**config.mk**
```make
export PLATFORM = sky130hd
export DESIGN_NAME = rotary_knob_level_decoder_unit_flat
export DESIGN_NICKNAME = d
export VERILOG_FILES = /design/src/rtl/core/rkl_pkg.sv /design/src/rtl/core/rkl_if.sv /design/src/rtl/core/rkl_cfg.sv /design/src/rtl/core/rkl_step.sv /design/src/rtl/core/rotary_knob_level_decoder_unit.sv /design/src/flat_wrapper.sv
export VERILOG_INCLUDE_DIRS = /design/src /design/src/rtl/core
export SDC_FILE = /design/constraint.sdc
export NUM_CORES = 1
export LEC_CHECK = 0
export ABC_AREA = 1
export BUFFER_PORTS_ARGS = -buffer_cell sky130_fd_sc_hd__buf_4
export CORE_MARGIN = 4
export CORE_UTILIZATION = 55
export CTS_BUF_LIST = sky130_fd_sc_hd__clkbuf_8
export DETAILED_ROUTE_END_ITERATION = 6
export GPL_TIMING_DRIVEN = 1
export PLACE_DENSITY = 0.72
export SLEW_MARGIN = 15
export SYNTH_ARGS = -nofsm -noshare
export SYNTH_HDL_FRONTEND = slang
export SYNTH_SLANG_ARGS = --single-unit
```
**constraint.sdc**
```tcl
create_clock -name clk -period 8.15 [get_ports clk]
set_clock_uncertainty 0.15 [all_clocks]
set_input_delay 0.4075 -clock clk [delete_from_list [all_inputs] [get_ports clk]]
set_output_delay 0.4075 -clock clk [all_outputs]
set_load 0.1 [all_outputs]
```
**src/rtl/core/rotary_knob_level_decoder_unit_assert.svh**
```systemverilog
// Assertion macros for the rotary knob level decoder.
`ifndef ROTARY_KNOB_LEVEL_DECODER_UNIT_ASSERT_SVH
`define ROTARY_KNOB_LEVEL_DECODER_UNIT_ASSERT_SVH

// Same-cycle implication, disabled during reset.
`define RKL_ASSERT_NOW(label, clk, rst_n, ante, cons) \
	label: assert property (@(posedge clk) disable iff (!rst_n) (ante) |-> (cons)) \
		else $error("rkl assertion failed");

// Next-cycle implication, disabled during reset.
`define RKL_ASSERT_NEXT(label, clk, rst_n, ante, cons) \
	label: assert property (@(posedge clk) disable iff (!rst_n) (ante) |=> (cons)) \
		else $error("rkl assertion failed");

`endif

```
**src/rtl/core/rkl_pkg.sv**
```systemverilog
// Package: types, codes and defaults of the rotary knob level decoder.
package rkl_pkg;

	localparam int COUNT_BITS_DEF = 16;
	localparam int LEVEL_W        = 7;
	localparam int CFG_DATA_W     = 8;
	localparam int CFG_IDX_W      = 2;
	localparam int NUM_CNT        = 4;

	localparam logic [1:0] REQ_EDGE_A = 2'd0;
	localparam logic [1:0] REQ_EDGE_B = 2'd1;
	localparam logic [1:0] REQ_CLEAR  = 2'd2;

	localparam logic [CFG_IDX_W-1:0] REG_SAMPLE_COUNT = 2'd0;
	localparam logic [CFG_IDX_W-1:0] REG_QUAL_THRESH  = 2'd1;
	localparam logic [CFG_IDX_W-1:0] REG_MAX_LEVEL    = 2'd2;

	localparam logic [7:0]         SAMPLE_COUNT_RST = 8'd30;
	localparam logic [7:0]         QUAL_THRESH_RST  = 8'd20;
	localparam logic [LEVEL_W-1:0] MAX_LEVEL_RST    = 7'd100;

	// counter slots and edge flag bits share the same order
	localparam int CNT_A_FALL = 0;
	localparam int CNT_A_RISE = 1;
	localparam int CNT_B_FALL = 2;
	localparam int CNT_B_RISE = 3;

	localparam int DIR_UP   = 0;
	localparam int DIR_DOWN = 1;

	typedef struct packed {
		logic [7:0]         sample_count;
		logic [7:0]         qualify_threshold;
		logic [LEVEL_W-1:0] max_level;
	} rkl_cfg_t;

	typedef struct packed {
		logic [LEVEL_W-1:0] level;
		logic [3:0]         edge_flags;
		logic [1:0]         dir_flags;
	} rkl_ctl_t;

endpackage

```
**src/rtl/core/rkl_if.sv**
```systemverilog
// Handshake interfaces for request and response beats.
interface rkl_req_if;
	logic       valid;
	logic       ready;
	logic [1:0] req_type;
	logic       pin_a;
	logic       pin_b;

	modport source (output valid, output req_type, output pin_a, output pin_b, input ready);
	modport sink   (input valid, input req_type, input pin_a, input pin_b, output ready);
endinterface

interface rkl_rsp_if;
	logic       valid;
	logic       ready;
	logic [6:0] level;
	logic       level_event;

	modport source (output valid, output level, output level_event, input ready);
	modport sink   (input valid, input level, input level_event, output ready);
endinterface

```
**src/rtl/core/rkl_cfg.sv**
```systemverilog
// Configuration register file with reset defaults.
module rkl_cfg (
	input  logic                            clk,
	input  logic                            arst_n,
	input  logic                            we,
	input  logic [rkl_pkg::CFG_IDX_W-1:0]   index,
	input  logic [rkl_pkg::CFG_DATA_W-1:0]  wdata,
	output rkl_pkg::rkl_cfg_t               cfg
);
	import rkl_pkg::*;

	rkl_cfg_t cfg_q;

	always_ff @(posedge clk or negedge arst_n) begin
		if (!arst_n) begin
			cfg_q.sample_count      <= SAMPLE_COUNT_RST;
			cfg_q.qualify_threshold <= QUAL_THRESH_RST;
			cfg_q.max_level         <= MAX_LEVEL_RST;
		end else if (we) begin
			case (index)
				REG_SAMPLE_COUNT: cfg_q.sample_count      <= wdata;
				REG_QUAL_THRESH:  cfg_q.qualify_threshold <= wdata;
				REG_MAX_LEVEL:    cfg_q.max_level         <= wdata[LEVEL_W-1:0];
				default: ;
			endcase
		end
	end

	assign cfg = cfg_q;
endmodule

```
**src/rtl/core/rkl_step.sv**
```systemverilog
// Next-state and result logic for one decoder beat.
module rkl_step #(
	parameter int COUNT_BITS = rkl_pkg::COUNT_BITS_DEF
) (
	input  rkl_pkg::rkl_cfg_t                               cfg,
	input  rkl_pkg::rkl_ctl_t                               ctl,
	input  logic [rkl_pkg::NUM_CNT-1:0][COUNT_BITS-1:0]     cnt,
	input  logic [1:0]                                      req_type,
	input  logic                                            pin_a,
	input  logic                                            pin_b,
	output rkl_pkg::rkl_ctl_t                               ctl_nxt,
	output logic [rkl_pkg::NUM_CNT-1:0][COUNT_BITS-1:0]     cnt_nxt,
	output logic                                            level_event
);
	import rkl_pkg::*;

	function automatic logic [COUNT_BITS-1:0] sat_add(input logic [COUNT_BITS-1:0] c,
	                                                  input logic [7:0] inc);
		logic [COUNT_BITS:0] s;
		s = {1'b0, c} + (COUNT_BITS+1)'(inc);
		return s[COUNT_BITS] ? {COUNT_BITS{1'b1}} : s[COUNT_BITS-1:0];
	endfunction

	logic [COUNT_BITS-1:0] thr;
	logic                  step_ok;

	assign thr     = COUNT_BITS'(cfg.qualify_threshold);
	assign step_ok = cfg.sample_count > cfg.qualify_threshold;

	always_comb begin
		ctl_nxt     = ctl;
		cnt_nxt     = cnt;
		level_event = 1'b0;
		case (req_type)
			REQ_EDGE_A: begin
				if (!pin_a) cnt_nxt[CNT_A_FALL] = sat_add(cnt[CNT_A_FALL], cfg.sample_count);
				if (cnt_nxt[CNT_A_FALL] > thr && pin_b) begin
					cnt_nxt[CNT_A_FALL]             = '0;
					ctl_nxt.edge_flags[CNT_A_FALL]  = 1'b1;
				end
				if (pin_a) cnt_nxt[CNT_A_RISE] = sat_add(cnt[CNT_A_RISE], cfg.sample_count);
				if (cnt_nxt[CNT_A_RISE] > thr && !pin_b) begin
					cnt_nxt[CNT_A_RISE]             = '0;
					ctl_nxt.edge_flags[CNT_A_RISE]  = 1'b1;
				end
				if (ctl_nxt.dir_flags[DIR_DOWN] && (&ctl_nxt.edge_flags)) begin
					ctl_nxt.edge_flags[CNT_B_FALL] = 1'b0;
					ctl_nxt.edge_flags[CNT_B_RISE] = 1'b0;
					ctl_nxt.dir_flags[DIR_DOWN]    = 1'b0;
				end
				if (ctl_nxt.edge_flags[CNT_A_FALL] && !pin_a && pin_b && step_ok) begin
					ctl_nxt.dir_flags[DIR_UP] = 1'b1;
					if (ctl.level >= cfg.max_level) ctl_nxt.level = cfg.max_level;
					else ctl_nxt.level = ctl.level + LEVEL_W'(1);
					level_event = 1'b1;
				end
			end
			REQ_EDGE_B: begin
				if (!pin_b) cnt_nxt[CNT_B_FALL] = sat_add(cnt[CNT_B_FALL], cfg.sample_count);
				if (cnt_nxt[CNT_B_FALL] > thr && pin_a) begin
					cnt_nxt[CNT_B_FALL]             = '0;
					ctl_nxt.edge_flags[CNT_B_FALL]  = 1'b1;
				end
				if (pin_b) cnt_nxt[CNT_B_RISE] = sat_add(cnt[CNT_B_RISE], cfg.sample_count);
				if (cnt_nxt[CNT_B_RISE] > thr && !pin_a) begin
					cnt_nxt[CNT_B_RISE]             = '0;
					ctl_nxt.edge_flags[CNT_B_RISE]  = 1'b1;
				end
				if (ctl_nxt.dir_flags[DIR_UP] && (&ctl_nxt.edge_flags)) begin
					ctl_nxt.edge_flags[CNT_A_FALL] = 1'b0;
					ctl_nxt.edge_flags[CNT_A_RISE] = 1'b0;
					ctl_nxt.dir_flags[DIR_UP]      = 1'b0;
				end
				if (ctl_nxt.edge_flags[CNT_B_FALL] && pin_a && !pin_b && step_ok) begin
					ctl_nxt.dir_flags[DIR_DOWN] = 1'b1;
					if (ctl.level != '0) begin
						ctl_nxt.level = ctl.level - LEVEL_W'(1);
						level_event   = 1'b1;
					end
				end
			end
			REQ_CLEAR: begin
				ctl_nxt.level = '0;
			end
			default: ;
		endcase
	end
endmodule

```
**src/rtl/core/rotary_knob_level_decoder_unit.sv**
```systemverilog
// Top level of the rotary knob level decoder: input stage, state, result stage.
//
// channel | dir | payload                      | handshake
// req     | in  | req_type[1:0], pin_a, pin_b  | valid/ready
// rsp     | out | level[6:0], level_event      | valid/ready
// cfg     | in  | cfg_index[1:0], cfg_wdata[7:0]| cfg_we, no wait
//
// One beat per cycle sustained while rsp is not stalled; the request beat is registered
// in the input stage and its result in the result stage, which drives rsp.valid.
// The state update and result are computed combinationally between the input and result stages.
// arst_n resets the state to zero and the registers to their defaults.
// A stalled rsp holds the result stage; req keeps accepting while the input stage is free.
module rotary_knob_level_decoder_unit #(
	parameter int COUNT_BITS = rkl_pkg::COUNT_BITS_DEF
) (
	input  logic                            clk,
	input  logic                            arst_n,
	input  logic                            cfg_we,
	input  logic [rkl_pkg::CFG_IDX_W-1:0]   cfg_index,
	input  logic [rkl_pkg::CFG_DATA_W-1:0]  cfg_wdata,
	rkl_req_if.sink                         req,
	rkl_rsp_if.source                       rsp
);
	import rkl_pkg::*;

	`include "rotary_knob_level_decoder_unit_assert.svh"

	rkl_cfg_t                             cfg;
	rkl_ctl_t                             ctl_q, ctl_nxt;
	logic [NUM_CNT-1:0][COUNT_BITS-1:0]   cnt_q, cnt_nxt;
	logic                                 ev_nxt;

	logic                 valid_s1;
	logic [1:0]           req_type_s1;
	logic                 pin_a_s1, pin_b_s1;
	logic                 valid_s2;
	logic [LEVEL_W-1:0]   level_s2;
	logic                 level_event_s2;
	logic                 advance;
	logic                 fire_s1;

	assign advance   = !valid_s2 || rsp.ready;
	assign req.ready = !valid_s1 || advance;
	assign fire_s1   = valid_s1 && advance;

	rkl_cfg u_cfg (
		.clk    (clk),
		.arst_n (arst_n),
		.we     (cfg_we),
		.index  (cfg_index),
		.wdata  (cfg_wdata),
		.cfg    (cfg)
	);

	rkl_step #(.COUNT_BITS(COUNT_BITS)) u_step (
		.cfg         (cfg),
		.ctl         (ctl_q),
		.cnt         (cnt_q),
		.req_type    (req_type_s1),
		.pin_a       (pin_a_s1),
		.pin_b       (pin_b_s1),
		.ctl_nxt     (ctl_nxt),
		.cnt_nxt     (cnt_nxt),
		.level_event (ev_nxt)
	);

	always_ff @(posedge clk or negedge arst_n) begin
		if (!arst_n) begin
			valid_s1 <= 1'b0;
		end else if (req.ready) begin
			valid_s1 <= req.valid;
		end
	end

	always_ff @(posedge clk) begin
		if (req.valid && req.ready) begin
			req_type_s1 <= req.req_type;
			pin_a_s1    <= req.pin_a;
			pin_b_s1    <= req.pin_b;
		end
	end

	always_ff @(posedge clk or negedge arst_n) begin
		if (!arst_n) begin
			ctl_q <= '0;
			cnt_q <= '0;
		end else if (fire_s1) begin
			ctl_q <= ctl_nxt;
			cnt_q <= cnt_nxt;
		end
	end

	always_ff @(posedge clk or negedge arst_n) begin
		if (!arst_n) begin
			valid_s2 <= 1'b0;
		end else if (advance) begin
			valid_s2 <= valid_s1;
		end
	end

	always_ff @(posedge clk) begin
		if (fire_s1) begin
			level_s2       <= ctl_nxt.level;
			level_event_s2 <= ev_nxt;
		end
	end

	assign rsp.valid       = valid_s2;
	assign rsp.level       = level_s2;
	assign rsp.level_event = level_event_s2;

	`RKL_ASSERT_NOW(a_ready_only_on_stall, clk, arst_n, !req.ready, valid_s1 && valid_s2 && !rsp.ready)
	`RKL_ASSERT_NEXT(a_clear_result, clk, arst_n, fire_s1 && req_type_s1 == REQ_CLEAR, rsp.valid && rsp.level == '0 && !rsp.level_event)
	`RKL_ASSERT_NEXT(a_state_holds, clk, arst_n, !fire_s1, $stable(ctl_q) && $stable(cnt_q))
endmodule
```
**src/flat_wrapper.sv**
```systemverilog
// flat-port wrapper written by rule: the top's interface ports become plain ports
module rotary_knob_level_decoder_unit_flat import rkl_pkg::*;
#(
	parameter int COUNT_BITS = rkl_pkg::COUNT_BITS_DEF
)
  (clk, arst_n, cfg_we, cfg_index, cfg_wdata, req_valid, req_req_type, req_pin_a, req_pin_b, req_ready, rsp_valid, rsp_level, rsp_level_event, rsp_ready);
  rkl_req_if req_i ();
  rkl_rsp_if rsp_i ();
  input  logic clk;
  input  logic arst_n;
  input  logic cfg_we;
  input  logic [rkl_pkg::CFG_IDX_W-1:0] cfg_index;
  input  logic [rkl_pkg::CFG_DATA_W-1:0] cfg_wdata;
  input wire logic [$bits(req_i.valid)-1:0] req_valid;
  input wire logic [$bits(req_i.req_type)-1:0] req_req_type;
  input wire logic [$bits(req_i.pin_a)-1:0] req_pin_a;
  input wire logic [$bits(req_i.pin_b)-1:0] req_pin_b;
  output wire logic [$bits(req_i.ready)-1:0] req_ready;
  output wire logic [$bits(rsp_i.valid)-1:0] rsp_valid;
  output wire logic [$bits(rsp_i.level)-1:0] rsp_level;
  output wire logic [$bits(rsp_i.level_event)-1:0] rsp_level_event;
  input wire logic [$bits(rsp_i.ready)-1:0] rsp_ready;
  assign req_i.valid = req_valid;
  assign req_i.req_type = req_req_type;
  assign req_i.pin_a = req_pin_a;
  assign req_i.pin_b = req_pin_b;
  assign req_ready = req_i.ready;
  assign rsp_valid = rsp_i.valid;
  assign rsp_level = rsp_i.level;
  assign rsp_level_event = rsp_i.level_event;
  assign rsp_i.ready = rsp_ready;
  rotary_knob_level_decoder_unit #(.COUNT_BITS(COUNT_BITS)) u_core (.clk(clk), .arst_n(arst_n), .cfg_we(cfg_we), .cfg_index(cfg_index), .cfg_wdata(cfg_wdata), .req(req_i), .rsp(rsp_i));
endmodule
```
# Word level (Yosys, flattened, before mapping)
# Index checks and enable logic that the tools add are counted.
classes:
  n_addsub: 6
  order_cmp: 6
  n_eq_ne: 8
  n_mux: 40
  n_reduce_logical: 35
ops:
  columns: ["cell", "n"]
  rows:
  - ["16-bit 2-to-1 mux", 16]
  - ["16-bit by 8-bit adder with 17-bit output", 4]
  - ["16-bit by 8-bit > comparator with 1-bit output", 4]
  - ["7-bit 2-to-1 mux", 4]
  - ["7-bit case mux with 3 select lines", 1]
  - ["4-bit AND reduction", 4]
  - ["1-bit 2-to-1 mux", 15]
  - ["1-bit logical AND", 14]
  - ["6-bit case mux with 2 select lines", 1]
  - ["2-bit AND reduction", 5]
  - ["8-bit > comparator", 1]
  - ["2-bit inequality test, second input constant", 4]
  - ["7-bit by 1-bit adder with 7-bit output, second input constant", 1]
  - ["7-bit >= comparator", 1]
  - ["7-bit nonzero test", 1]
  - ["7-bit by 1-bit subtractor with 7-bit output, second input constant", 1]
  - ["3-bit AND reduction", 2]
  - ["2-bit by 1-bit equality test with 1-bit output, second input constant", 2]
  - ["2-bit equality test, second input constant", 2]
  - ["1-bit zero test", 4]
  - ["2-bit zero test", 2]
  - ["2-bit 2-to-1 mux", 2]
  - ["1-bit logical OR", 2]
  - ["1-bit case mux with 2 select lines", 1]
  - ["2-bit nonzero test", 1]
word_totals:
  register_bits: 114
  inputBits: 19
  output_inout_bits: 10
  wordCells: 114

# Longest topological paths before layout
depth:
  ltp_word: 13
  mapped_depth: 32
  mapped_depth_nobuf: 32

# By module
# A second synthesis with hierarchy kept.
unflattened:
  cells_unflattened: 1585
  hier_area_um2: 10641.5
by_module_without_submodules:
  columns: ["mod", "n_inst", "cells_each", "area_each_um2", "seq_area_each_um2"]
  rows:
  - ["rkl_step", 1, 1126, 6137.1, 0.0]
  - ["rotary_knob_level_decoder_unit", 1, 356, 3500.9, 2337.2]
  - ["rkl_cfg", 1, 103, 1003.5, 586.8]

# Worst setup path after synthesis
# OpenSTA, ideal clock, no wires.
synth_timing:
  path_kind: "flip-flop to flip-flop"
  start: "reg u_core.u_cfg.cfg_q (netlist bit u_core.u_cfg.cfg[15])"
  end: "reg u_core.level_s2[4], in the netlist u_core.rsp.level[4] (data pin)"
  setup_time_ns: 0.263
  arrival_time_ns: 3.333
  t_required_ns: 7.737
  setup_slack_ns: 4.404
  path_stages_with_launch: 28
  n_path_buf: 0
  synth_period_minus_slack_ns: 3.746
  path_cell_list: "dfrtp_1 > ha_1 > fa_1 > nand3_1 > nand2_1 > nand2_1 > nand2_2 > nand3_1 > nand2_1 > o22ai_1 > inv_1 > ha_1 > a21oi_1 > nor2_1 > nor2_1 > nand2_1 > nand2_1 > nand3_1 > nor2_1 > nand2_1 > nor2_1 > nand2_1 > nand2_2 > nand2_4 > nand2_4 > nand2_1 > nand3_1 > nand3_2"
synth_lines:
  columns: ["item", "line_no", "rtl"]
  rows:
  - ["start, declared", "rkl_cfg.sv:12", "rkl_cfg_t cfg_q;"]
  - ["end signal, assigned", "rotary_knob_level_decoder_unit.sv:103", "level_s2 <= ctl_nxt.level;"]
  - ["end, declared", "rotary_knob_level_decoder_unit.sv:37", "logic [LEVEL_W-1:0] level_s2;"]

==> results.ini <==
[run_status]
status = completed

[finish]
stdcell_count = 1567
drive_above_1_share_pct = 8.91
diodes = 0
postLayoutCoreUtil_pct = 60.9
fin_nets = 1439
area_delta_synth_final_pct = 8.76

[pwr]
ir_drop_mv = 0.141
p_sw_share_pct = 48.7
clkPwrFrac_pct = 15.2
combPwrFrac_pct = 54.1
p_per_area_mw_per_mm2 = 306
power.share.sequential_pct = 30.7
intPower_mw = 1.58
p_leak_nw = 5.15
p_sw_mw = 1.50

[logic_synthesis]
synth_top_area_share_pct = 25.1
postSynthNetCount = 1409
async_reset_ff_share_pct = 89.5
synth_area_leaders = dfrtp_1, nand2_1, ha_1
yosys.area.top_type = dfrtp_1
yosys_warnings = 0
postSynthCellCount = 1304
synth_edf_count = 12
synth_common_cells = nand2_1, inv_1, nand3_1
synth-main-ff-cell = dfrtp_1
ys_ff_latch = 114
yosysMostFrequentCell = nand2_1
ys_seq_area_share_pct = 31.6
syn_area_sq_mm = 0.00925
synth_cell_types = 46
syn_avg_cell_area_sq_um = 7.10

[sta]
setup-tns-final_ns = 0
setup_viol = 0
rsz0062_at_grt = false
min_period_ns = 4.55
max_slew_margin_pct = 36.7
finalHoldViolations = 0
slew_viol_final = 0
finalCritPeriodShare_pct = 55.9
fmax_mhz = 220
tightest_slew_ns = 0.949

[detailed_routing]
first_pass_iters = 5
drtIter0Drc = 595
num_vias = 8780
postRouteWirelength_mm = 24.1
drc = 0
viasPerCell = 5.60
wl_per_cell_microns = 15.4
ant_nets = 0

[critical_path]
cpMostUsedCell = nand2_1
critPathMaxStageDelay_ns = 0.45
crit_type = flip-flop to flip-flop
arrival_ns = 4.61
crit_path_top_delay_cell = dfrtp_1
end_kind = flip-flop
path_depth = 26
timing.rr.start = u_core.u_cfg.cfg[15]
r2r.worst_path.cells = 26
worst-path-buf-inv = 1
cp-startpoint = u_core.u_cfg.cfg[15]
startpoint_type = flip-flop
critPathMaxFanout = 9
path_delay_family = simple AND/OR/NAND/NOR gates
crit_required_ns = 8.20

[placed_design]
placed_cells = 1529
portBuffers = 28
gp_congestion = 0.923
hpwlAfterDp_mm = 17.5

[grt]
grt_first_pass_wirelength_mm = 40.2
grt_max_degree = 72
antenna_found_initial = 0
first_global_vias = 8263
grt_overflow = 0
grt_use_total_pct = 26.8

[cts]
clk_latency_ns = 0.45
htree_levels = 4
cts_sinks = 114
clock_path_buffers = 2
clk_pin_slew_worst_paths_ns = 0.08
cts_buffers = 17
cts_tree = yes
root_buffer = clkbuf_8

[die]
rows = 47
dieArea_sq_mm = 0.0190
fp.dieH_microns = 138
io_pins = 29
core_sq_mm = 0.0165
initial_utilization_pct = 56.0
dieWidth_microns = 138

[min_path]
hp-start = rsp_ready
hold_path_class = input port to flip-flop
hold-path-cell-count = 4

[run]
maxCapViolations = 0

## cells by family (layout without fill, tap and decap cells)
group                    Yosys count  after routing  synth area share [%]
XOR/XNOR                          37             37                  3.50
AND/OR/NAND/NOR                  661            661                  32.2
buffers and inverters            196            239                  8.06
flip-flops                       114            114                  31.6
AO/OA/AOI/OAI                    210            210                  12.7
adder cells (fa/ha/maj)           86             86                  12.0
## power groups by stage
stage	clock network [mW]	logic (mW)	registers, mW
after floorplan	0	1.25	0.958
after global placement	0	1.62	0.949
after detailed placement	0	1.65	0.951
after CTS	0.473	1.66	0.944
after global routing	0.501	1.91	0.974
final	0.468	1.67	0.948
## layout make-up
class | instances | area, sq um
Timing Repair Buffer | 39 | 308
Clock inverter | 13 | 73.8
Clock buffer | 19 | 262
Sequential cell | 114 | 2920
Multi-Input combinational cell | 994 | 5590
Tap cell | 220 | 275
Inverter | 168 | 631
Fill cell | 1542 | 6460
## worst register-to-register path, cell delays in order (launching register included)
cell	delay, ns
dfrtp_1	0.45
ha_1	0.30
fa_1	0.43
nand3_1	0.10
nand2_1	0.12
nand2_1	0.10
nand2_2	0.09
nand3_1	0.17
nand2_1	0.23
o22ai_1	0.28
inv_1	0.10
ha_1	0.30
nand2_1	0.06
nor2_1	0.13
nand4_1	0.09
nand2_1	0.12
nand3_1	0.08
nor2_1	0.11
nand2_1	0.07
nor2_1	0.08
nand2_1	0.07
nand2_2	0.12
nand2_4	0.13
nand2_4	0.16
nand2_1	0.07
nand3_1	0.09
nand3_2	0.08
## flip-flops by register name, summed over array words and instances, names as in the netlist
name                    count
u_core.pin_a_s1             1
u_core.valid_s1             1
u_core.ctl_q               13
u_core.rsp.valid            1
u_core.req_type_s1          2
u_core.pin_b_s1             1
u_core.u_cfg.cfg           23
u_core.rsp.level_event      1
u_core.rsp.level            7
u_core.cnt_q               64
## path summary, 6_finish.rpt
| check | to | slack [ns] |
|---|---|---|
| setup / recovery | u_core.rsp.level[2] | 3.60 |
| min in group asynchronous | u_core.cnt_q[20] | 0.29 |
| max in group asynchronous | u_core.u_cfg.cfg[3] | 6.25 |
| setup reg to reg | u_core.rsp.level[2] | 3.60 |
| hold reg to reg | u_core.ctl_q[0] | 0.34 |
| hold / removal | u_core.rsp.valid | 0.07 |
## layer usage
layer | share of wire (%) | up-vias | wire, microns | track usage (%)
li1 | - | 4400 | - | -
met1 | 47 | 4117 | 11300 | 37.1
met2 | 46 | 237 | 11100 | 43.2
met3 | 5.4 | 26 | 1310 | 4.97
met4 | 1.5 | 0 | 359 | 7.14
met5 | 0 | - | 0 | 0
## stage by stage
step                total power, mW  worst slack (ns)  area, sq um  hold slack, ns
detailed placement             2.60              3.71         9670           0.246
global route                   3.38              3.31        10100          0.0694
global placement               2.57              3.74         9670           0.244
floorplan                      2.21              4.40         9250         -0.0381
finish                         3.08              3.60        10100          0.0721
CTS                            3.08              3.70        10100          0.0590
## placed cells by master (no fill, tap or decap), types with 4 or more instances in the layout
| cell | count |
|---|---|
| nand2_1 | 367 |
| xor2_1 | 27 |
| nand3_1 | 136 |
| dfstp_2 | 9 |
| nand2_2 | 8 |
| dfrtp_1 | 93 |
| clkinv_2 | 4 |
| edfxtp_1 | 12 |
| clkinvlp_4 | 4 |
| o21ai_1 | 4 |
| nand3_2 | 10 |
| o22ai_1 | 27 |
| nor3_2 | 6 |
| nor2_1 | 74 |
| o31ai_1 | 5 |
| nand4_1 | 21 |
| ha_1 | 82 |
| o21a_1 | 5 |
| buf_4 | 33 |
| nor3_1 | 14 |
| inv_2 | 4 |
| clkbuf_8 | 19 |
| a21oi_1 | 51 |
| fa_1 | 4 |
| o21ai_0 | 94 |
| nor2_2 | 8 |
| a31oi_1 | 7 |
| a22oi_1 | 6 |
| dlygate4sd3_1 | 6 |
| xnor2_1 | 10 |
| inv_1 | 165 |
## timing repair
action / 4_1_cts / 5_1_grt
gates resized for setup: 0 / 0
hold buffers: 6 / 0
hold endpoints to repair: 36 / 0
setup buffers: 0 / 0
Power figures use the tool's default switching activity.
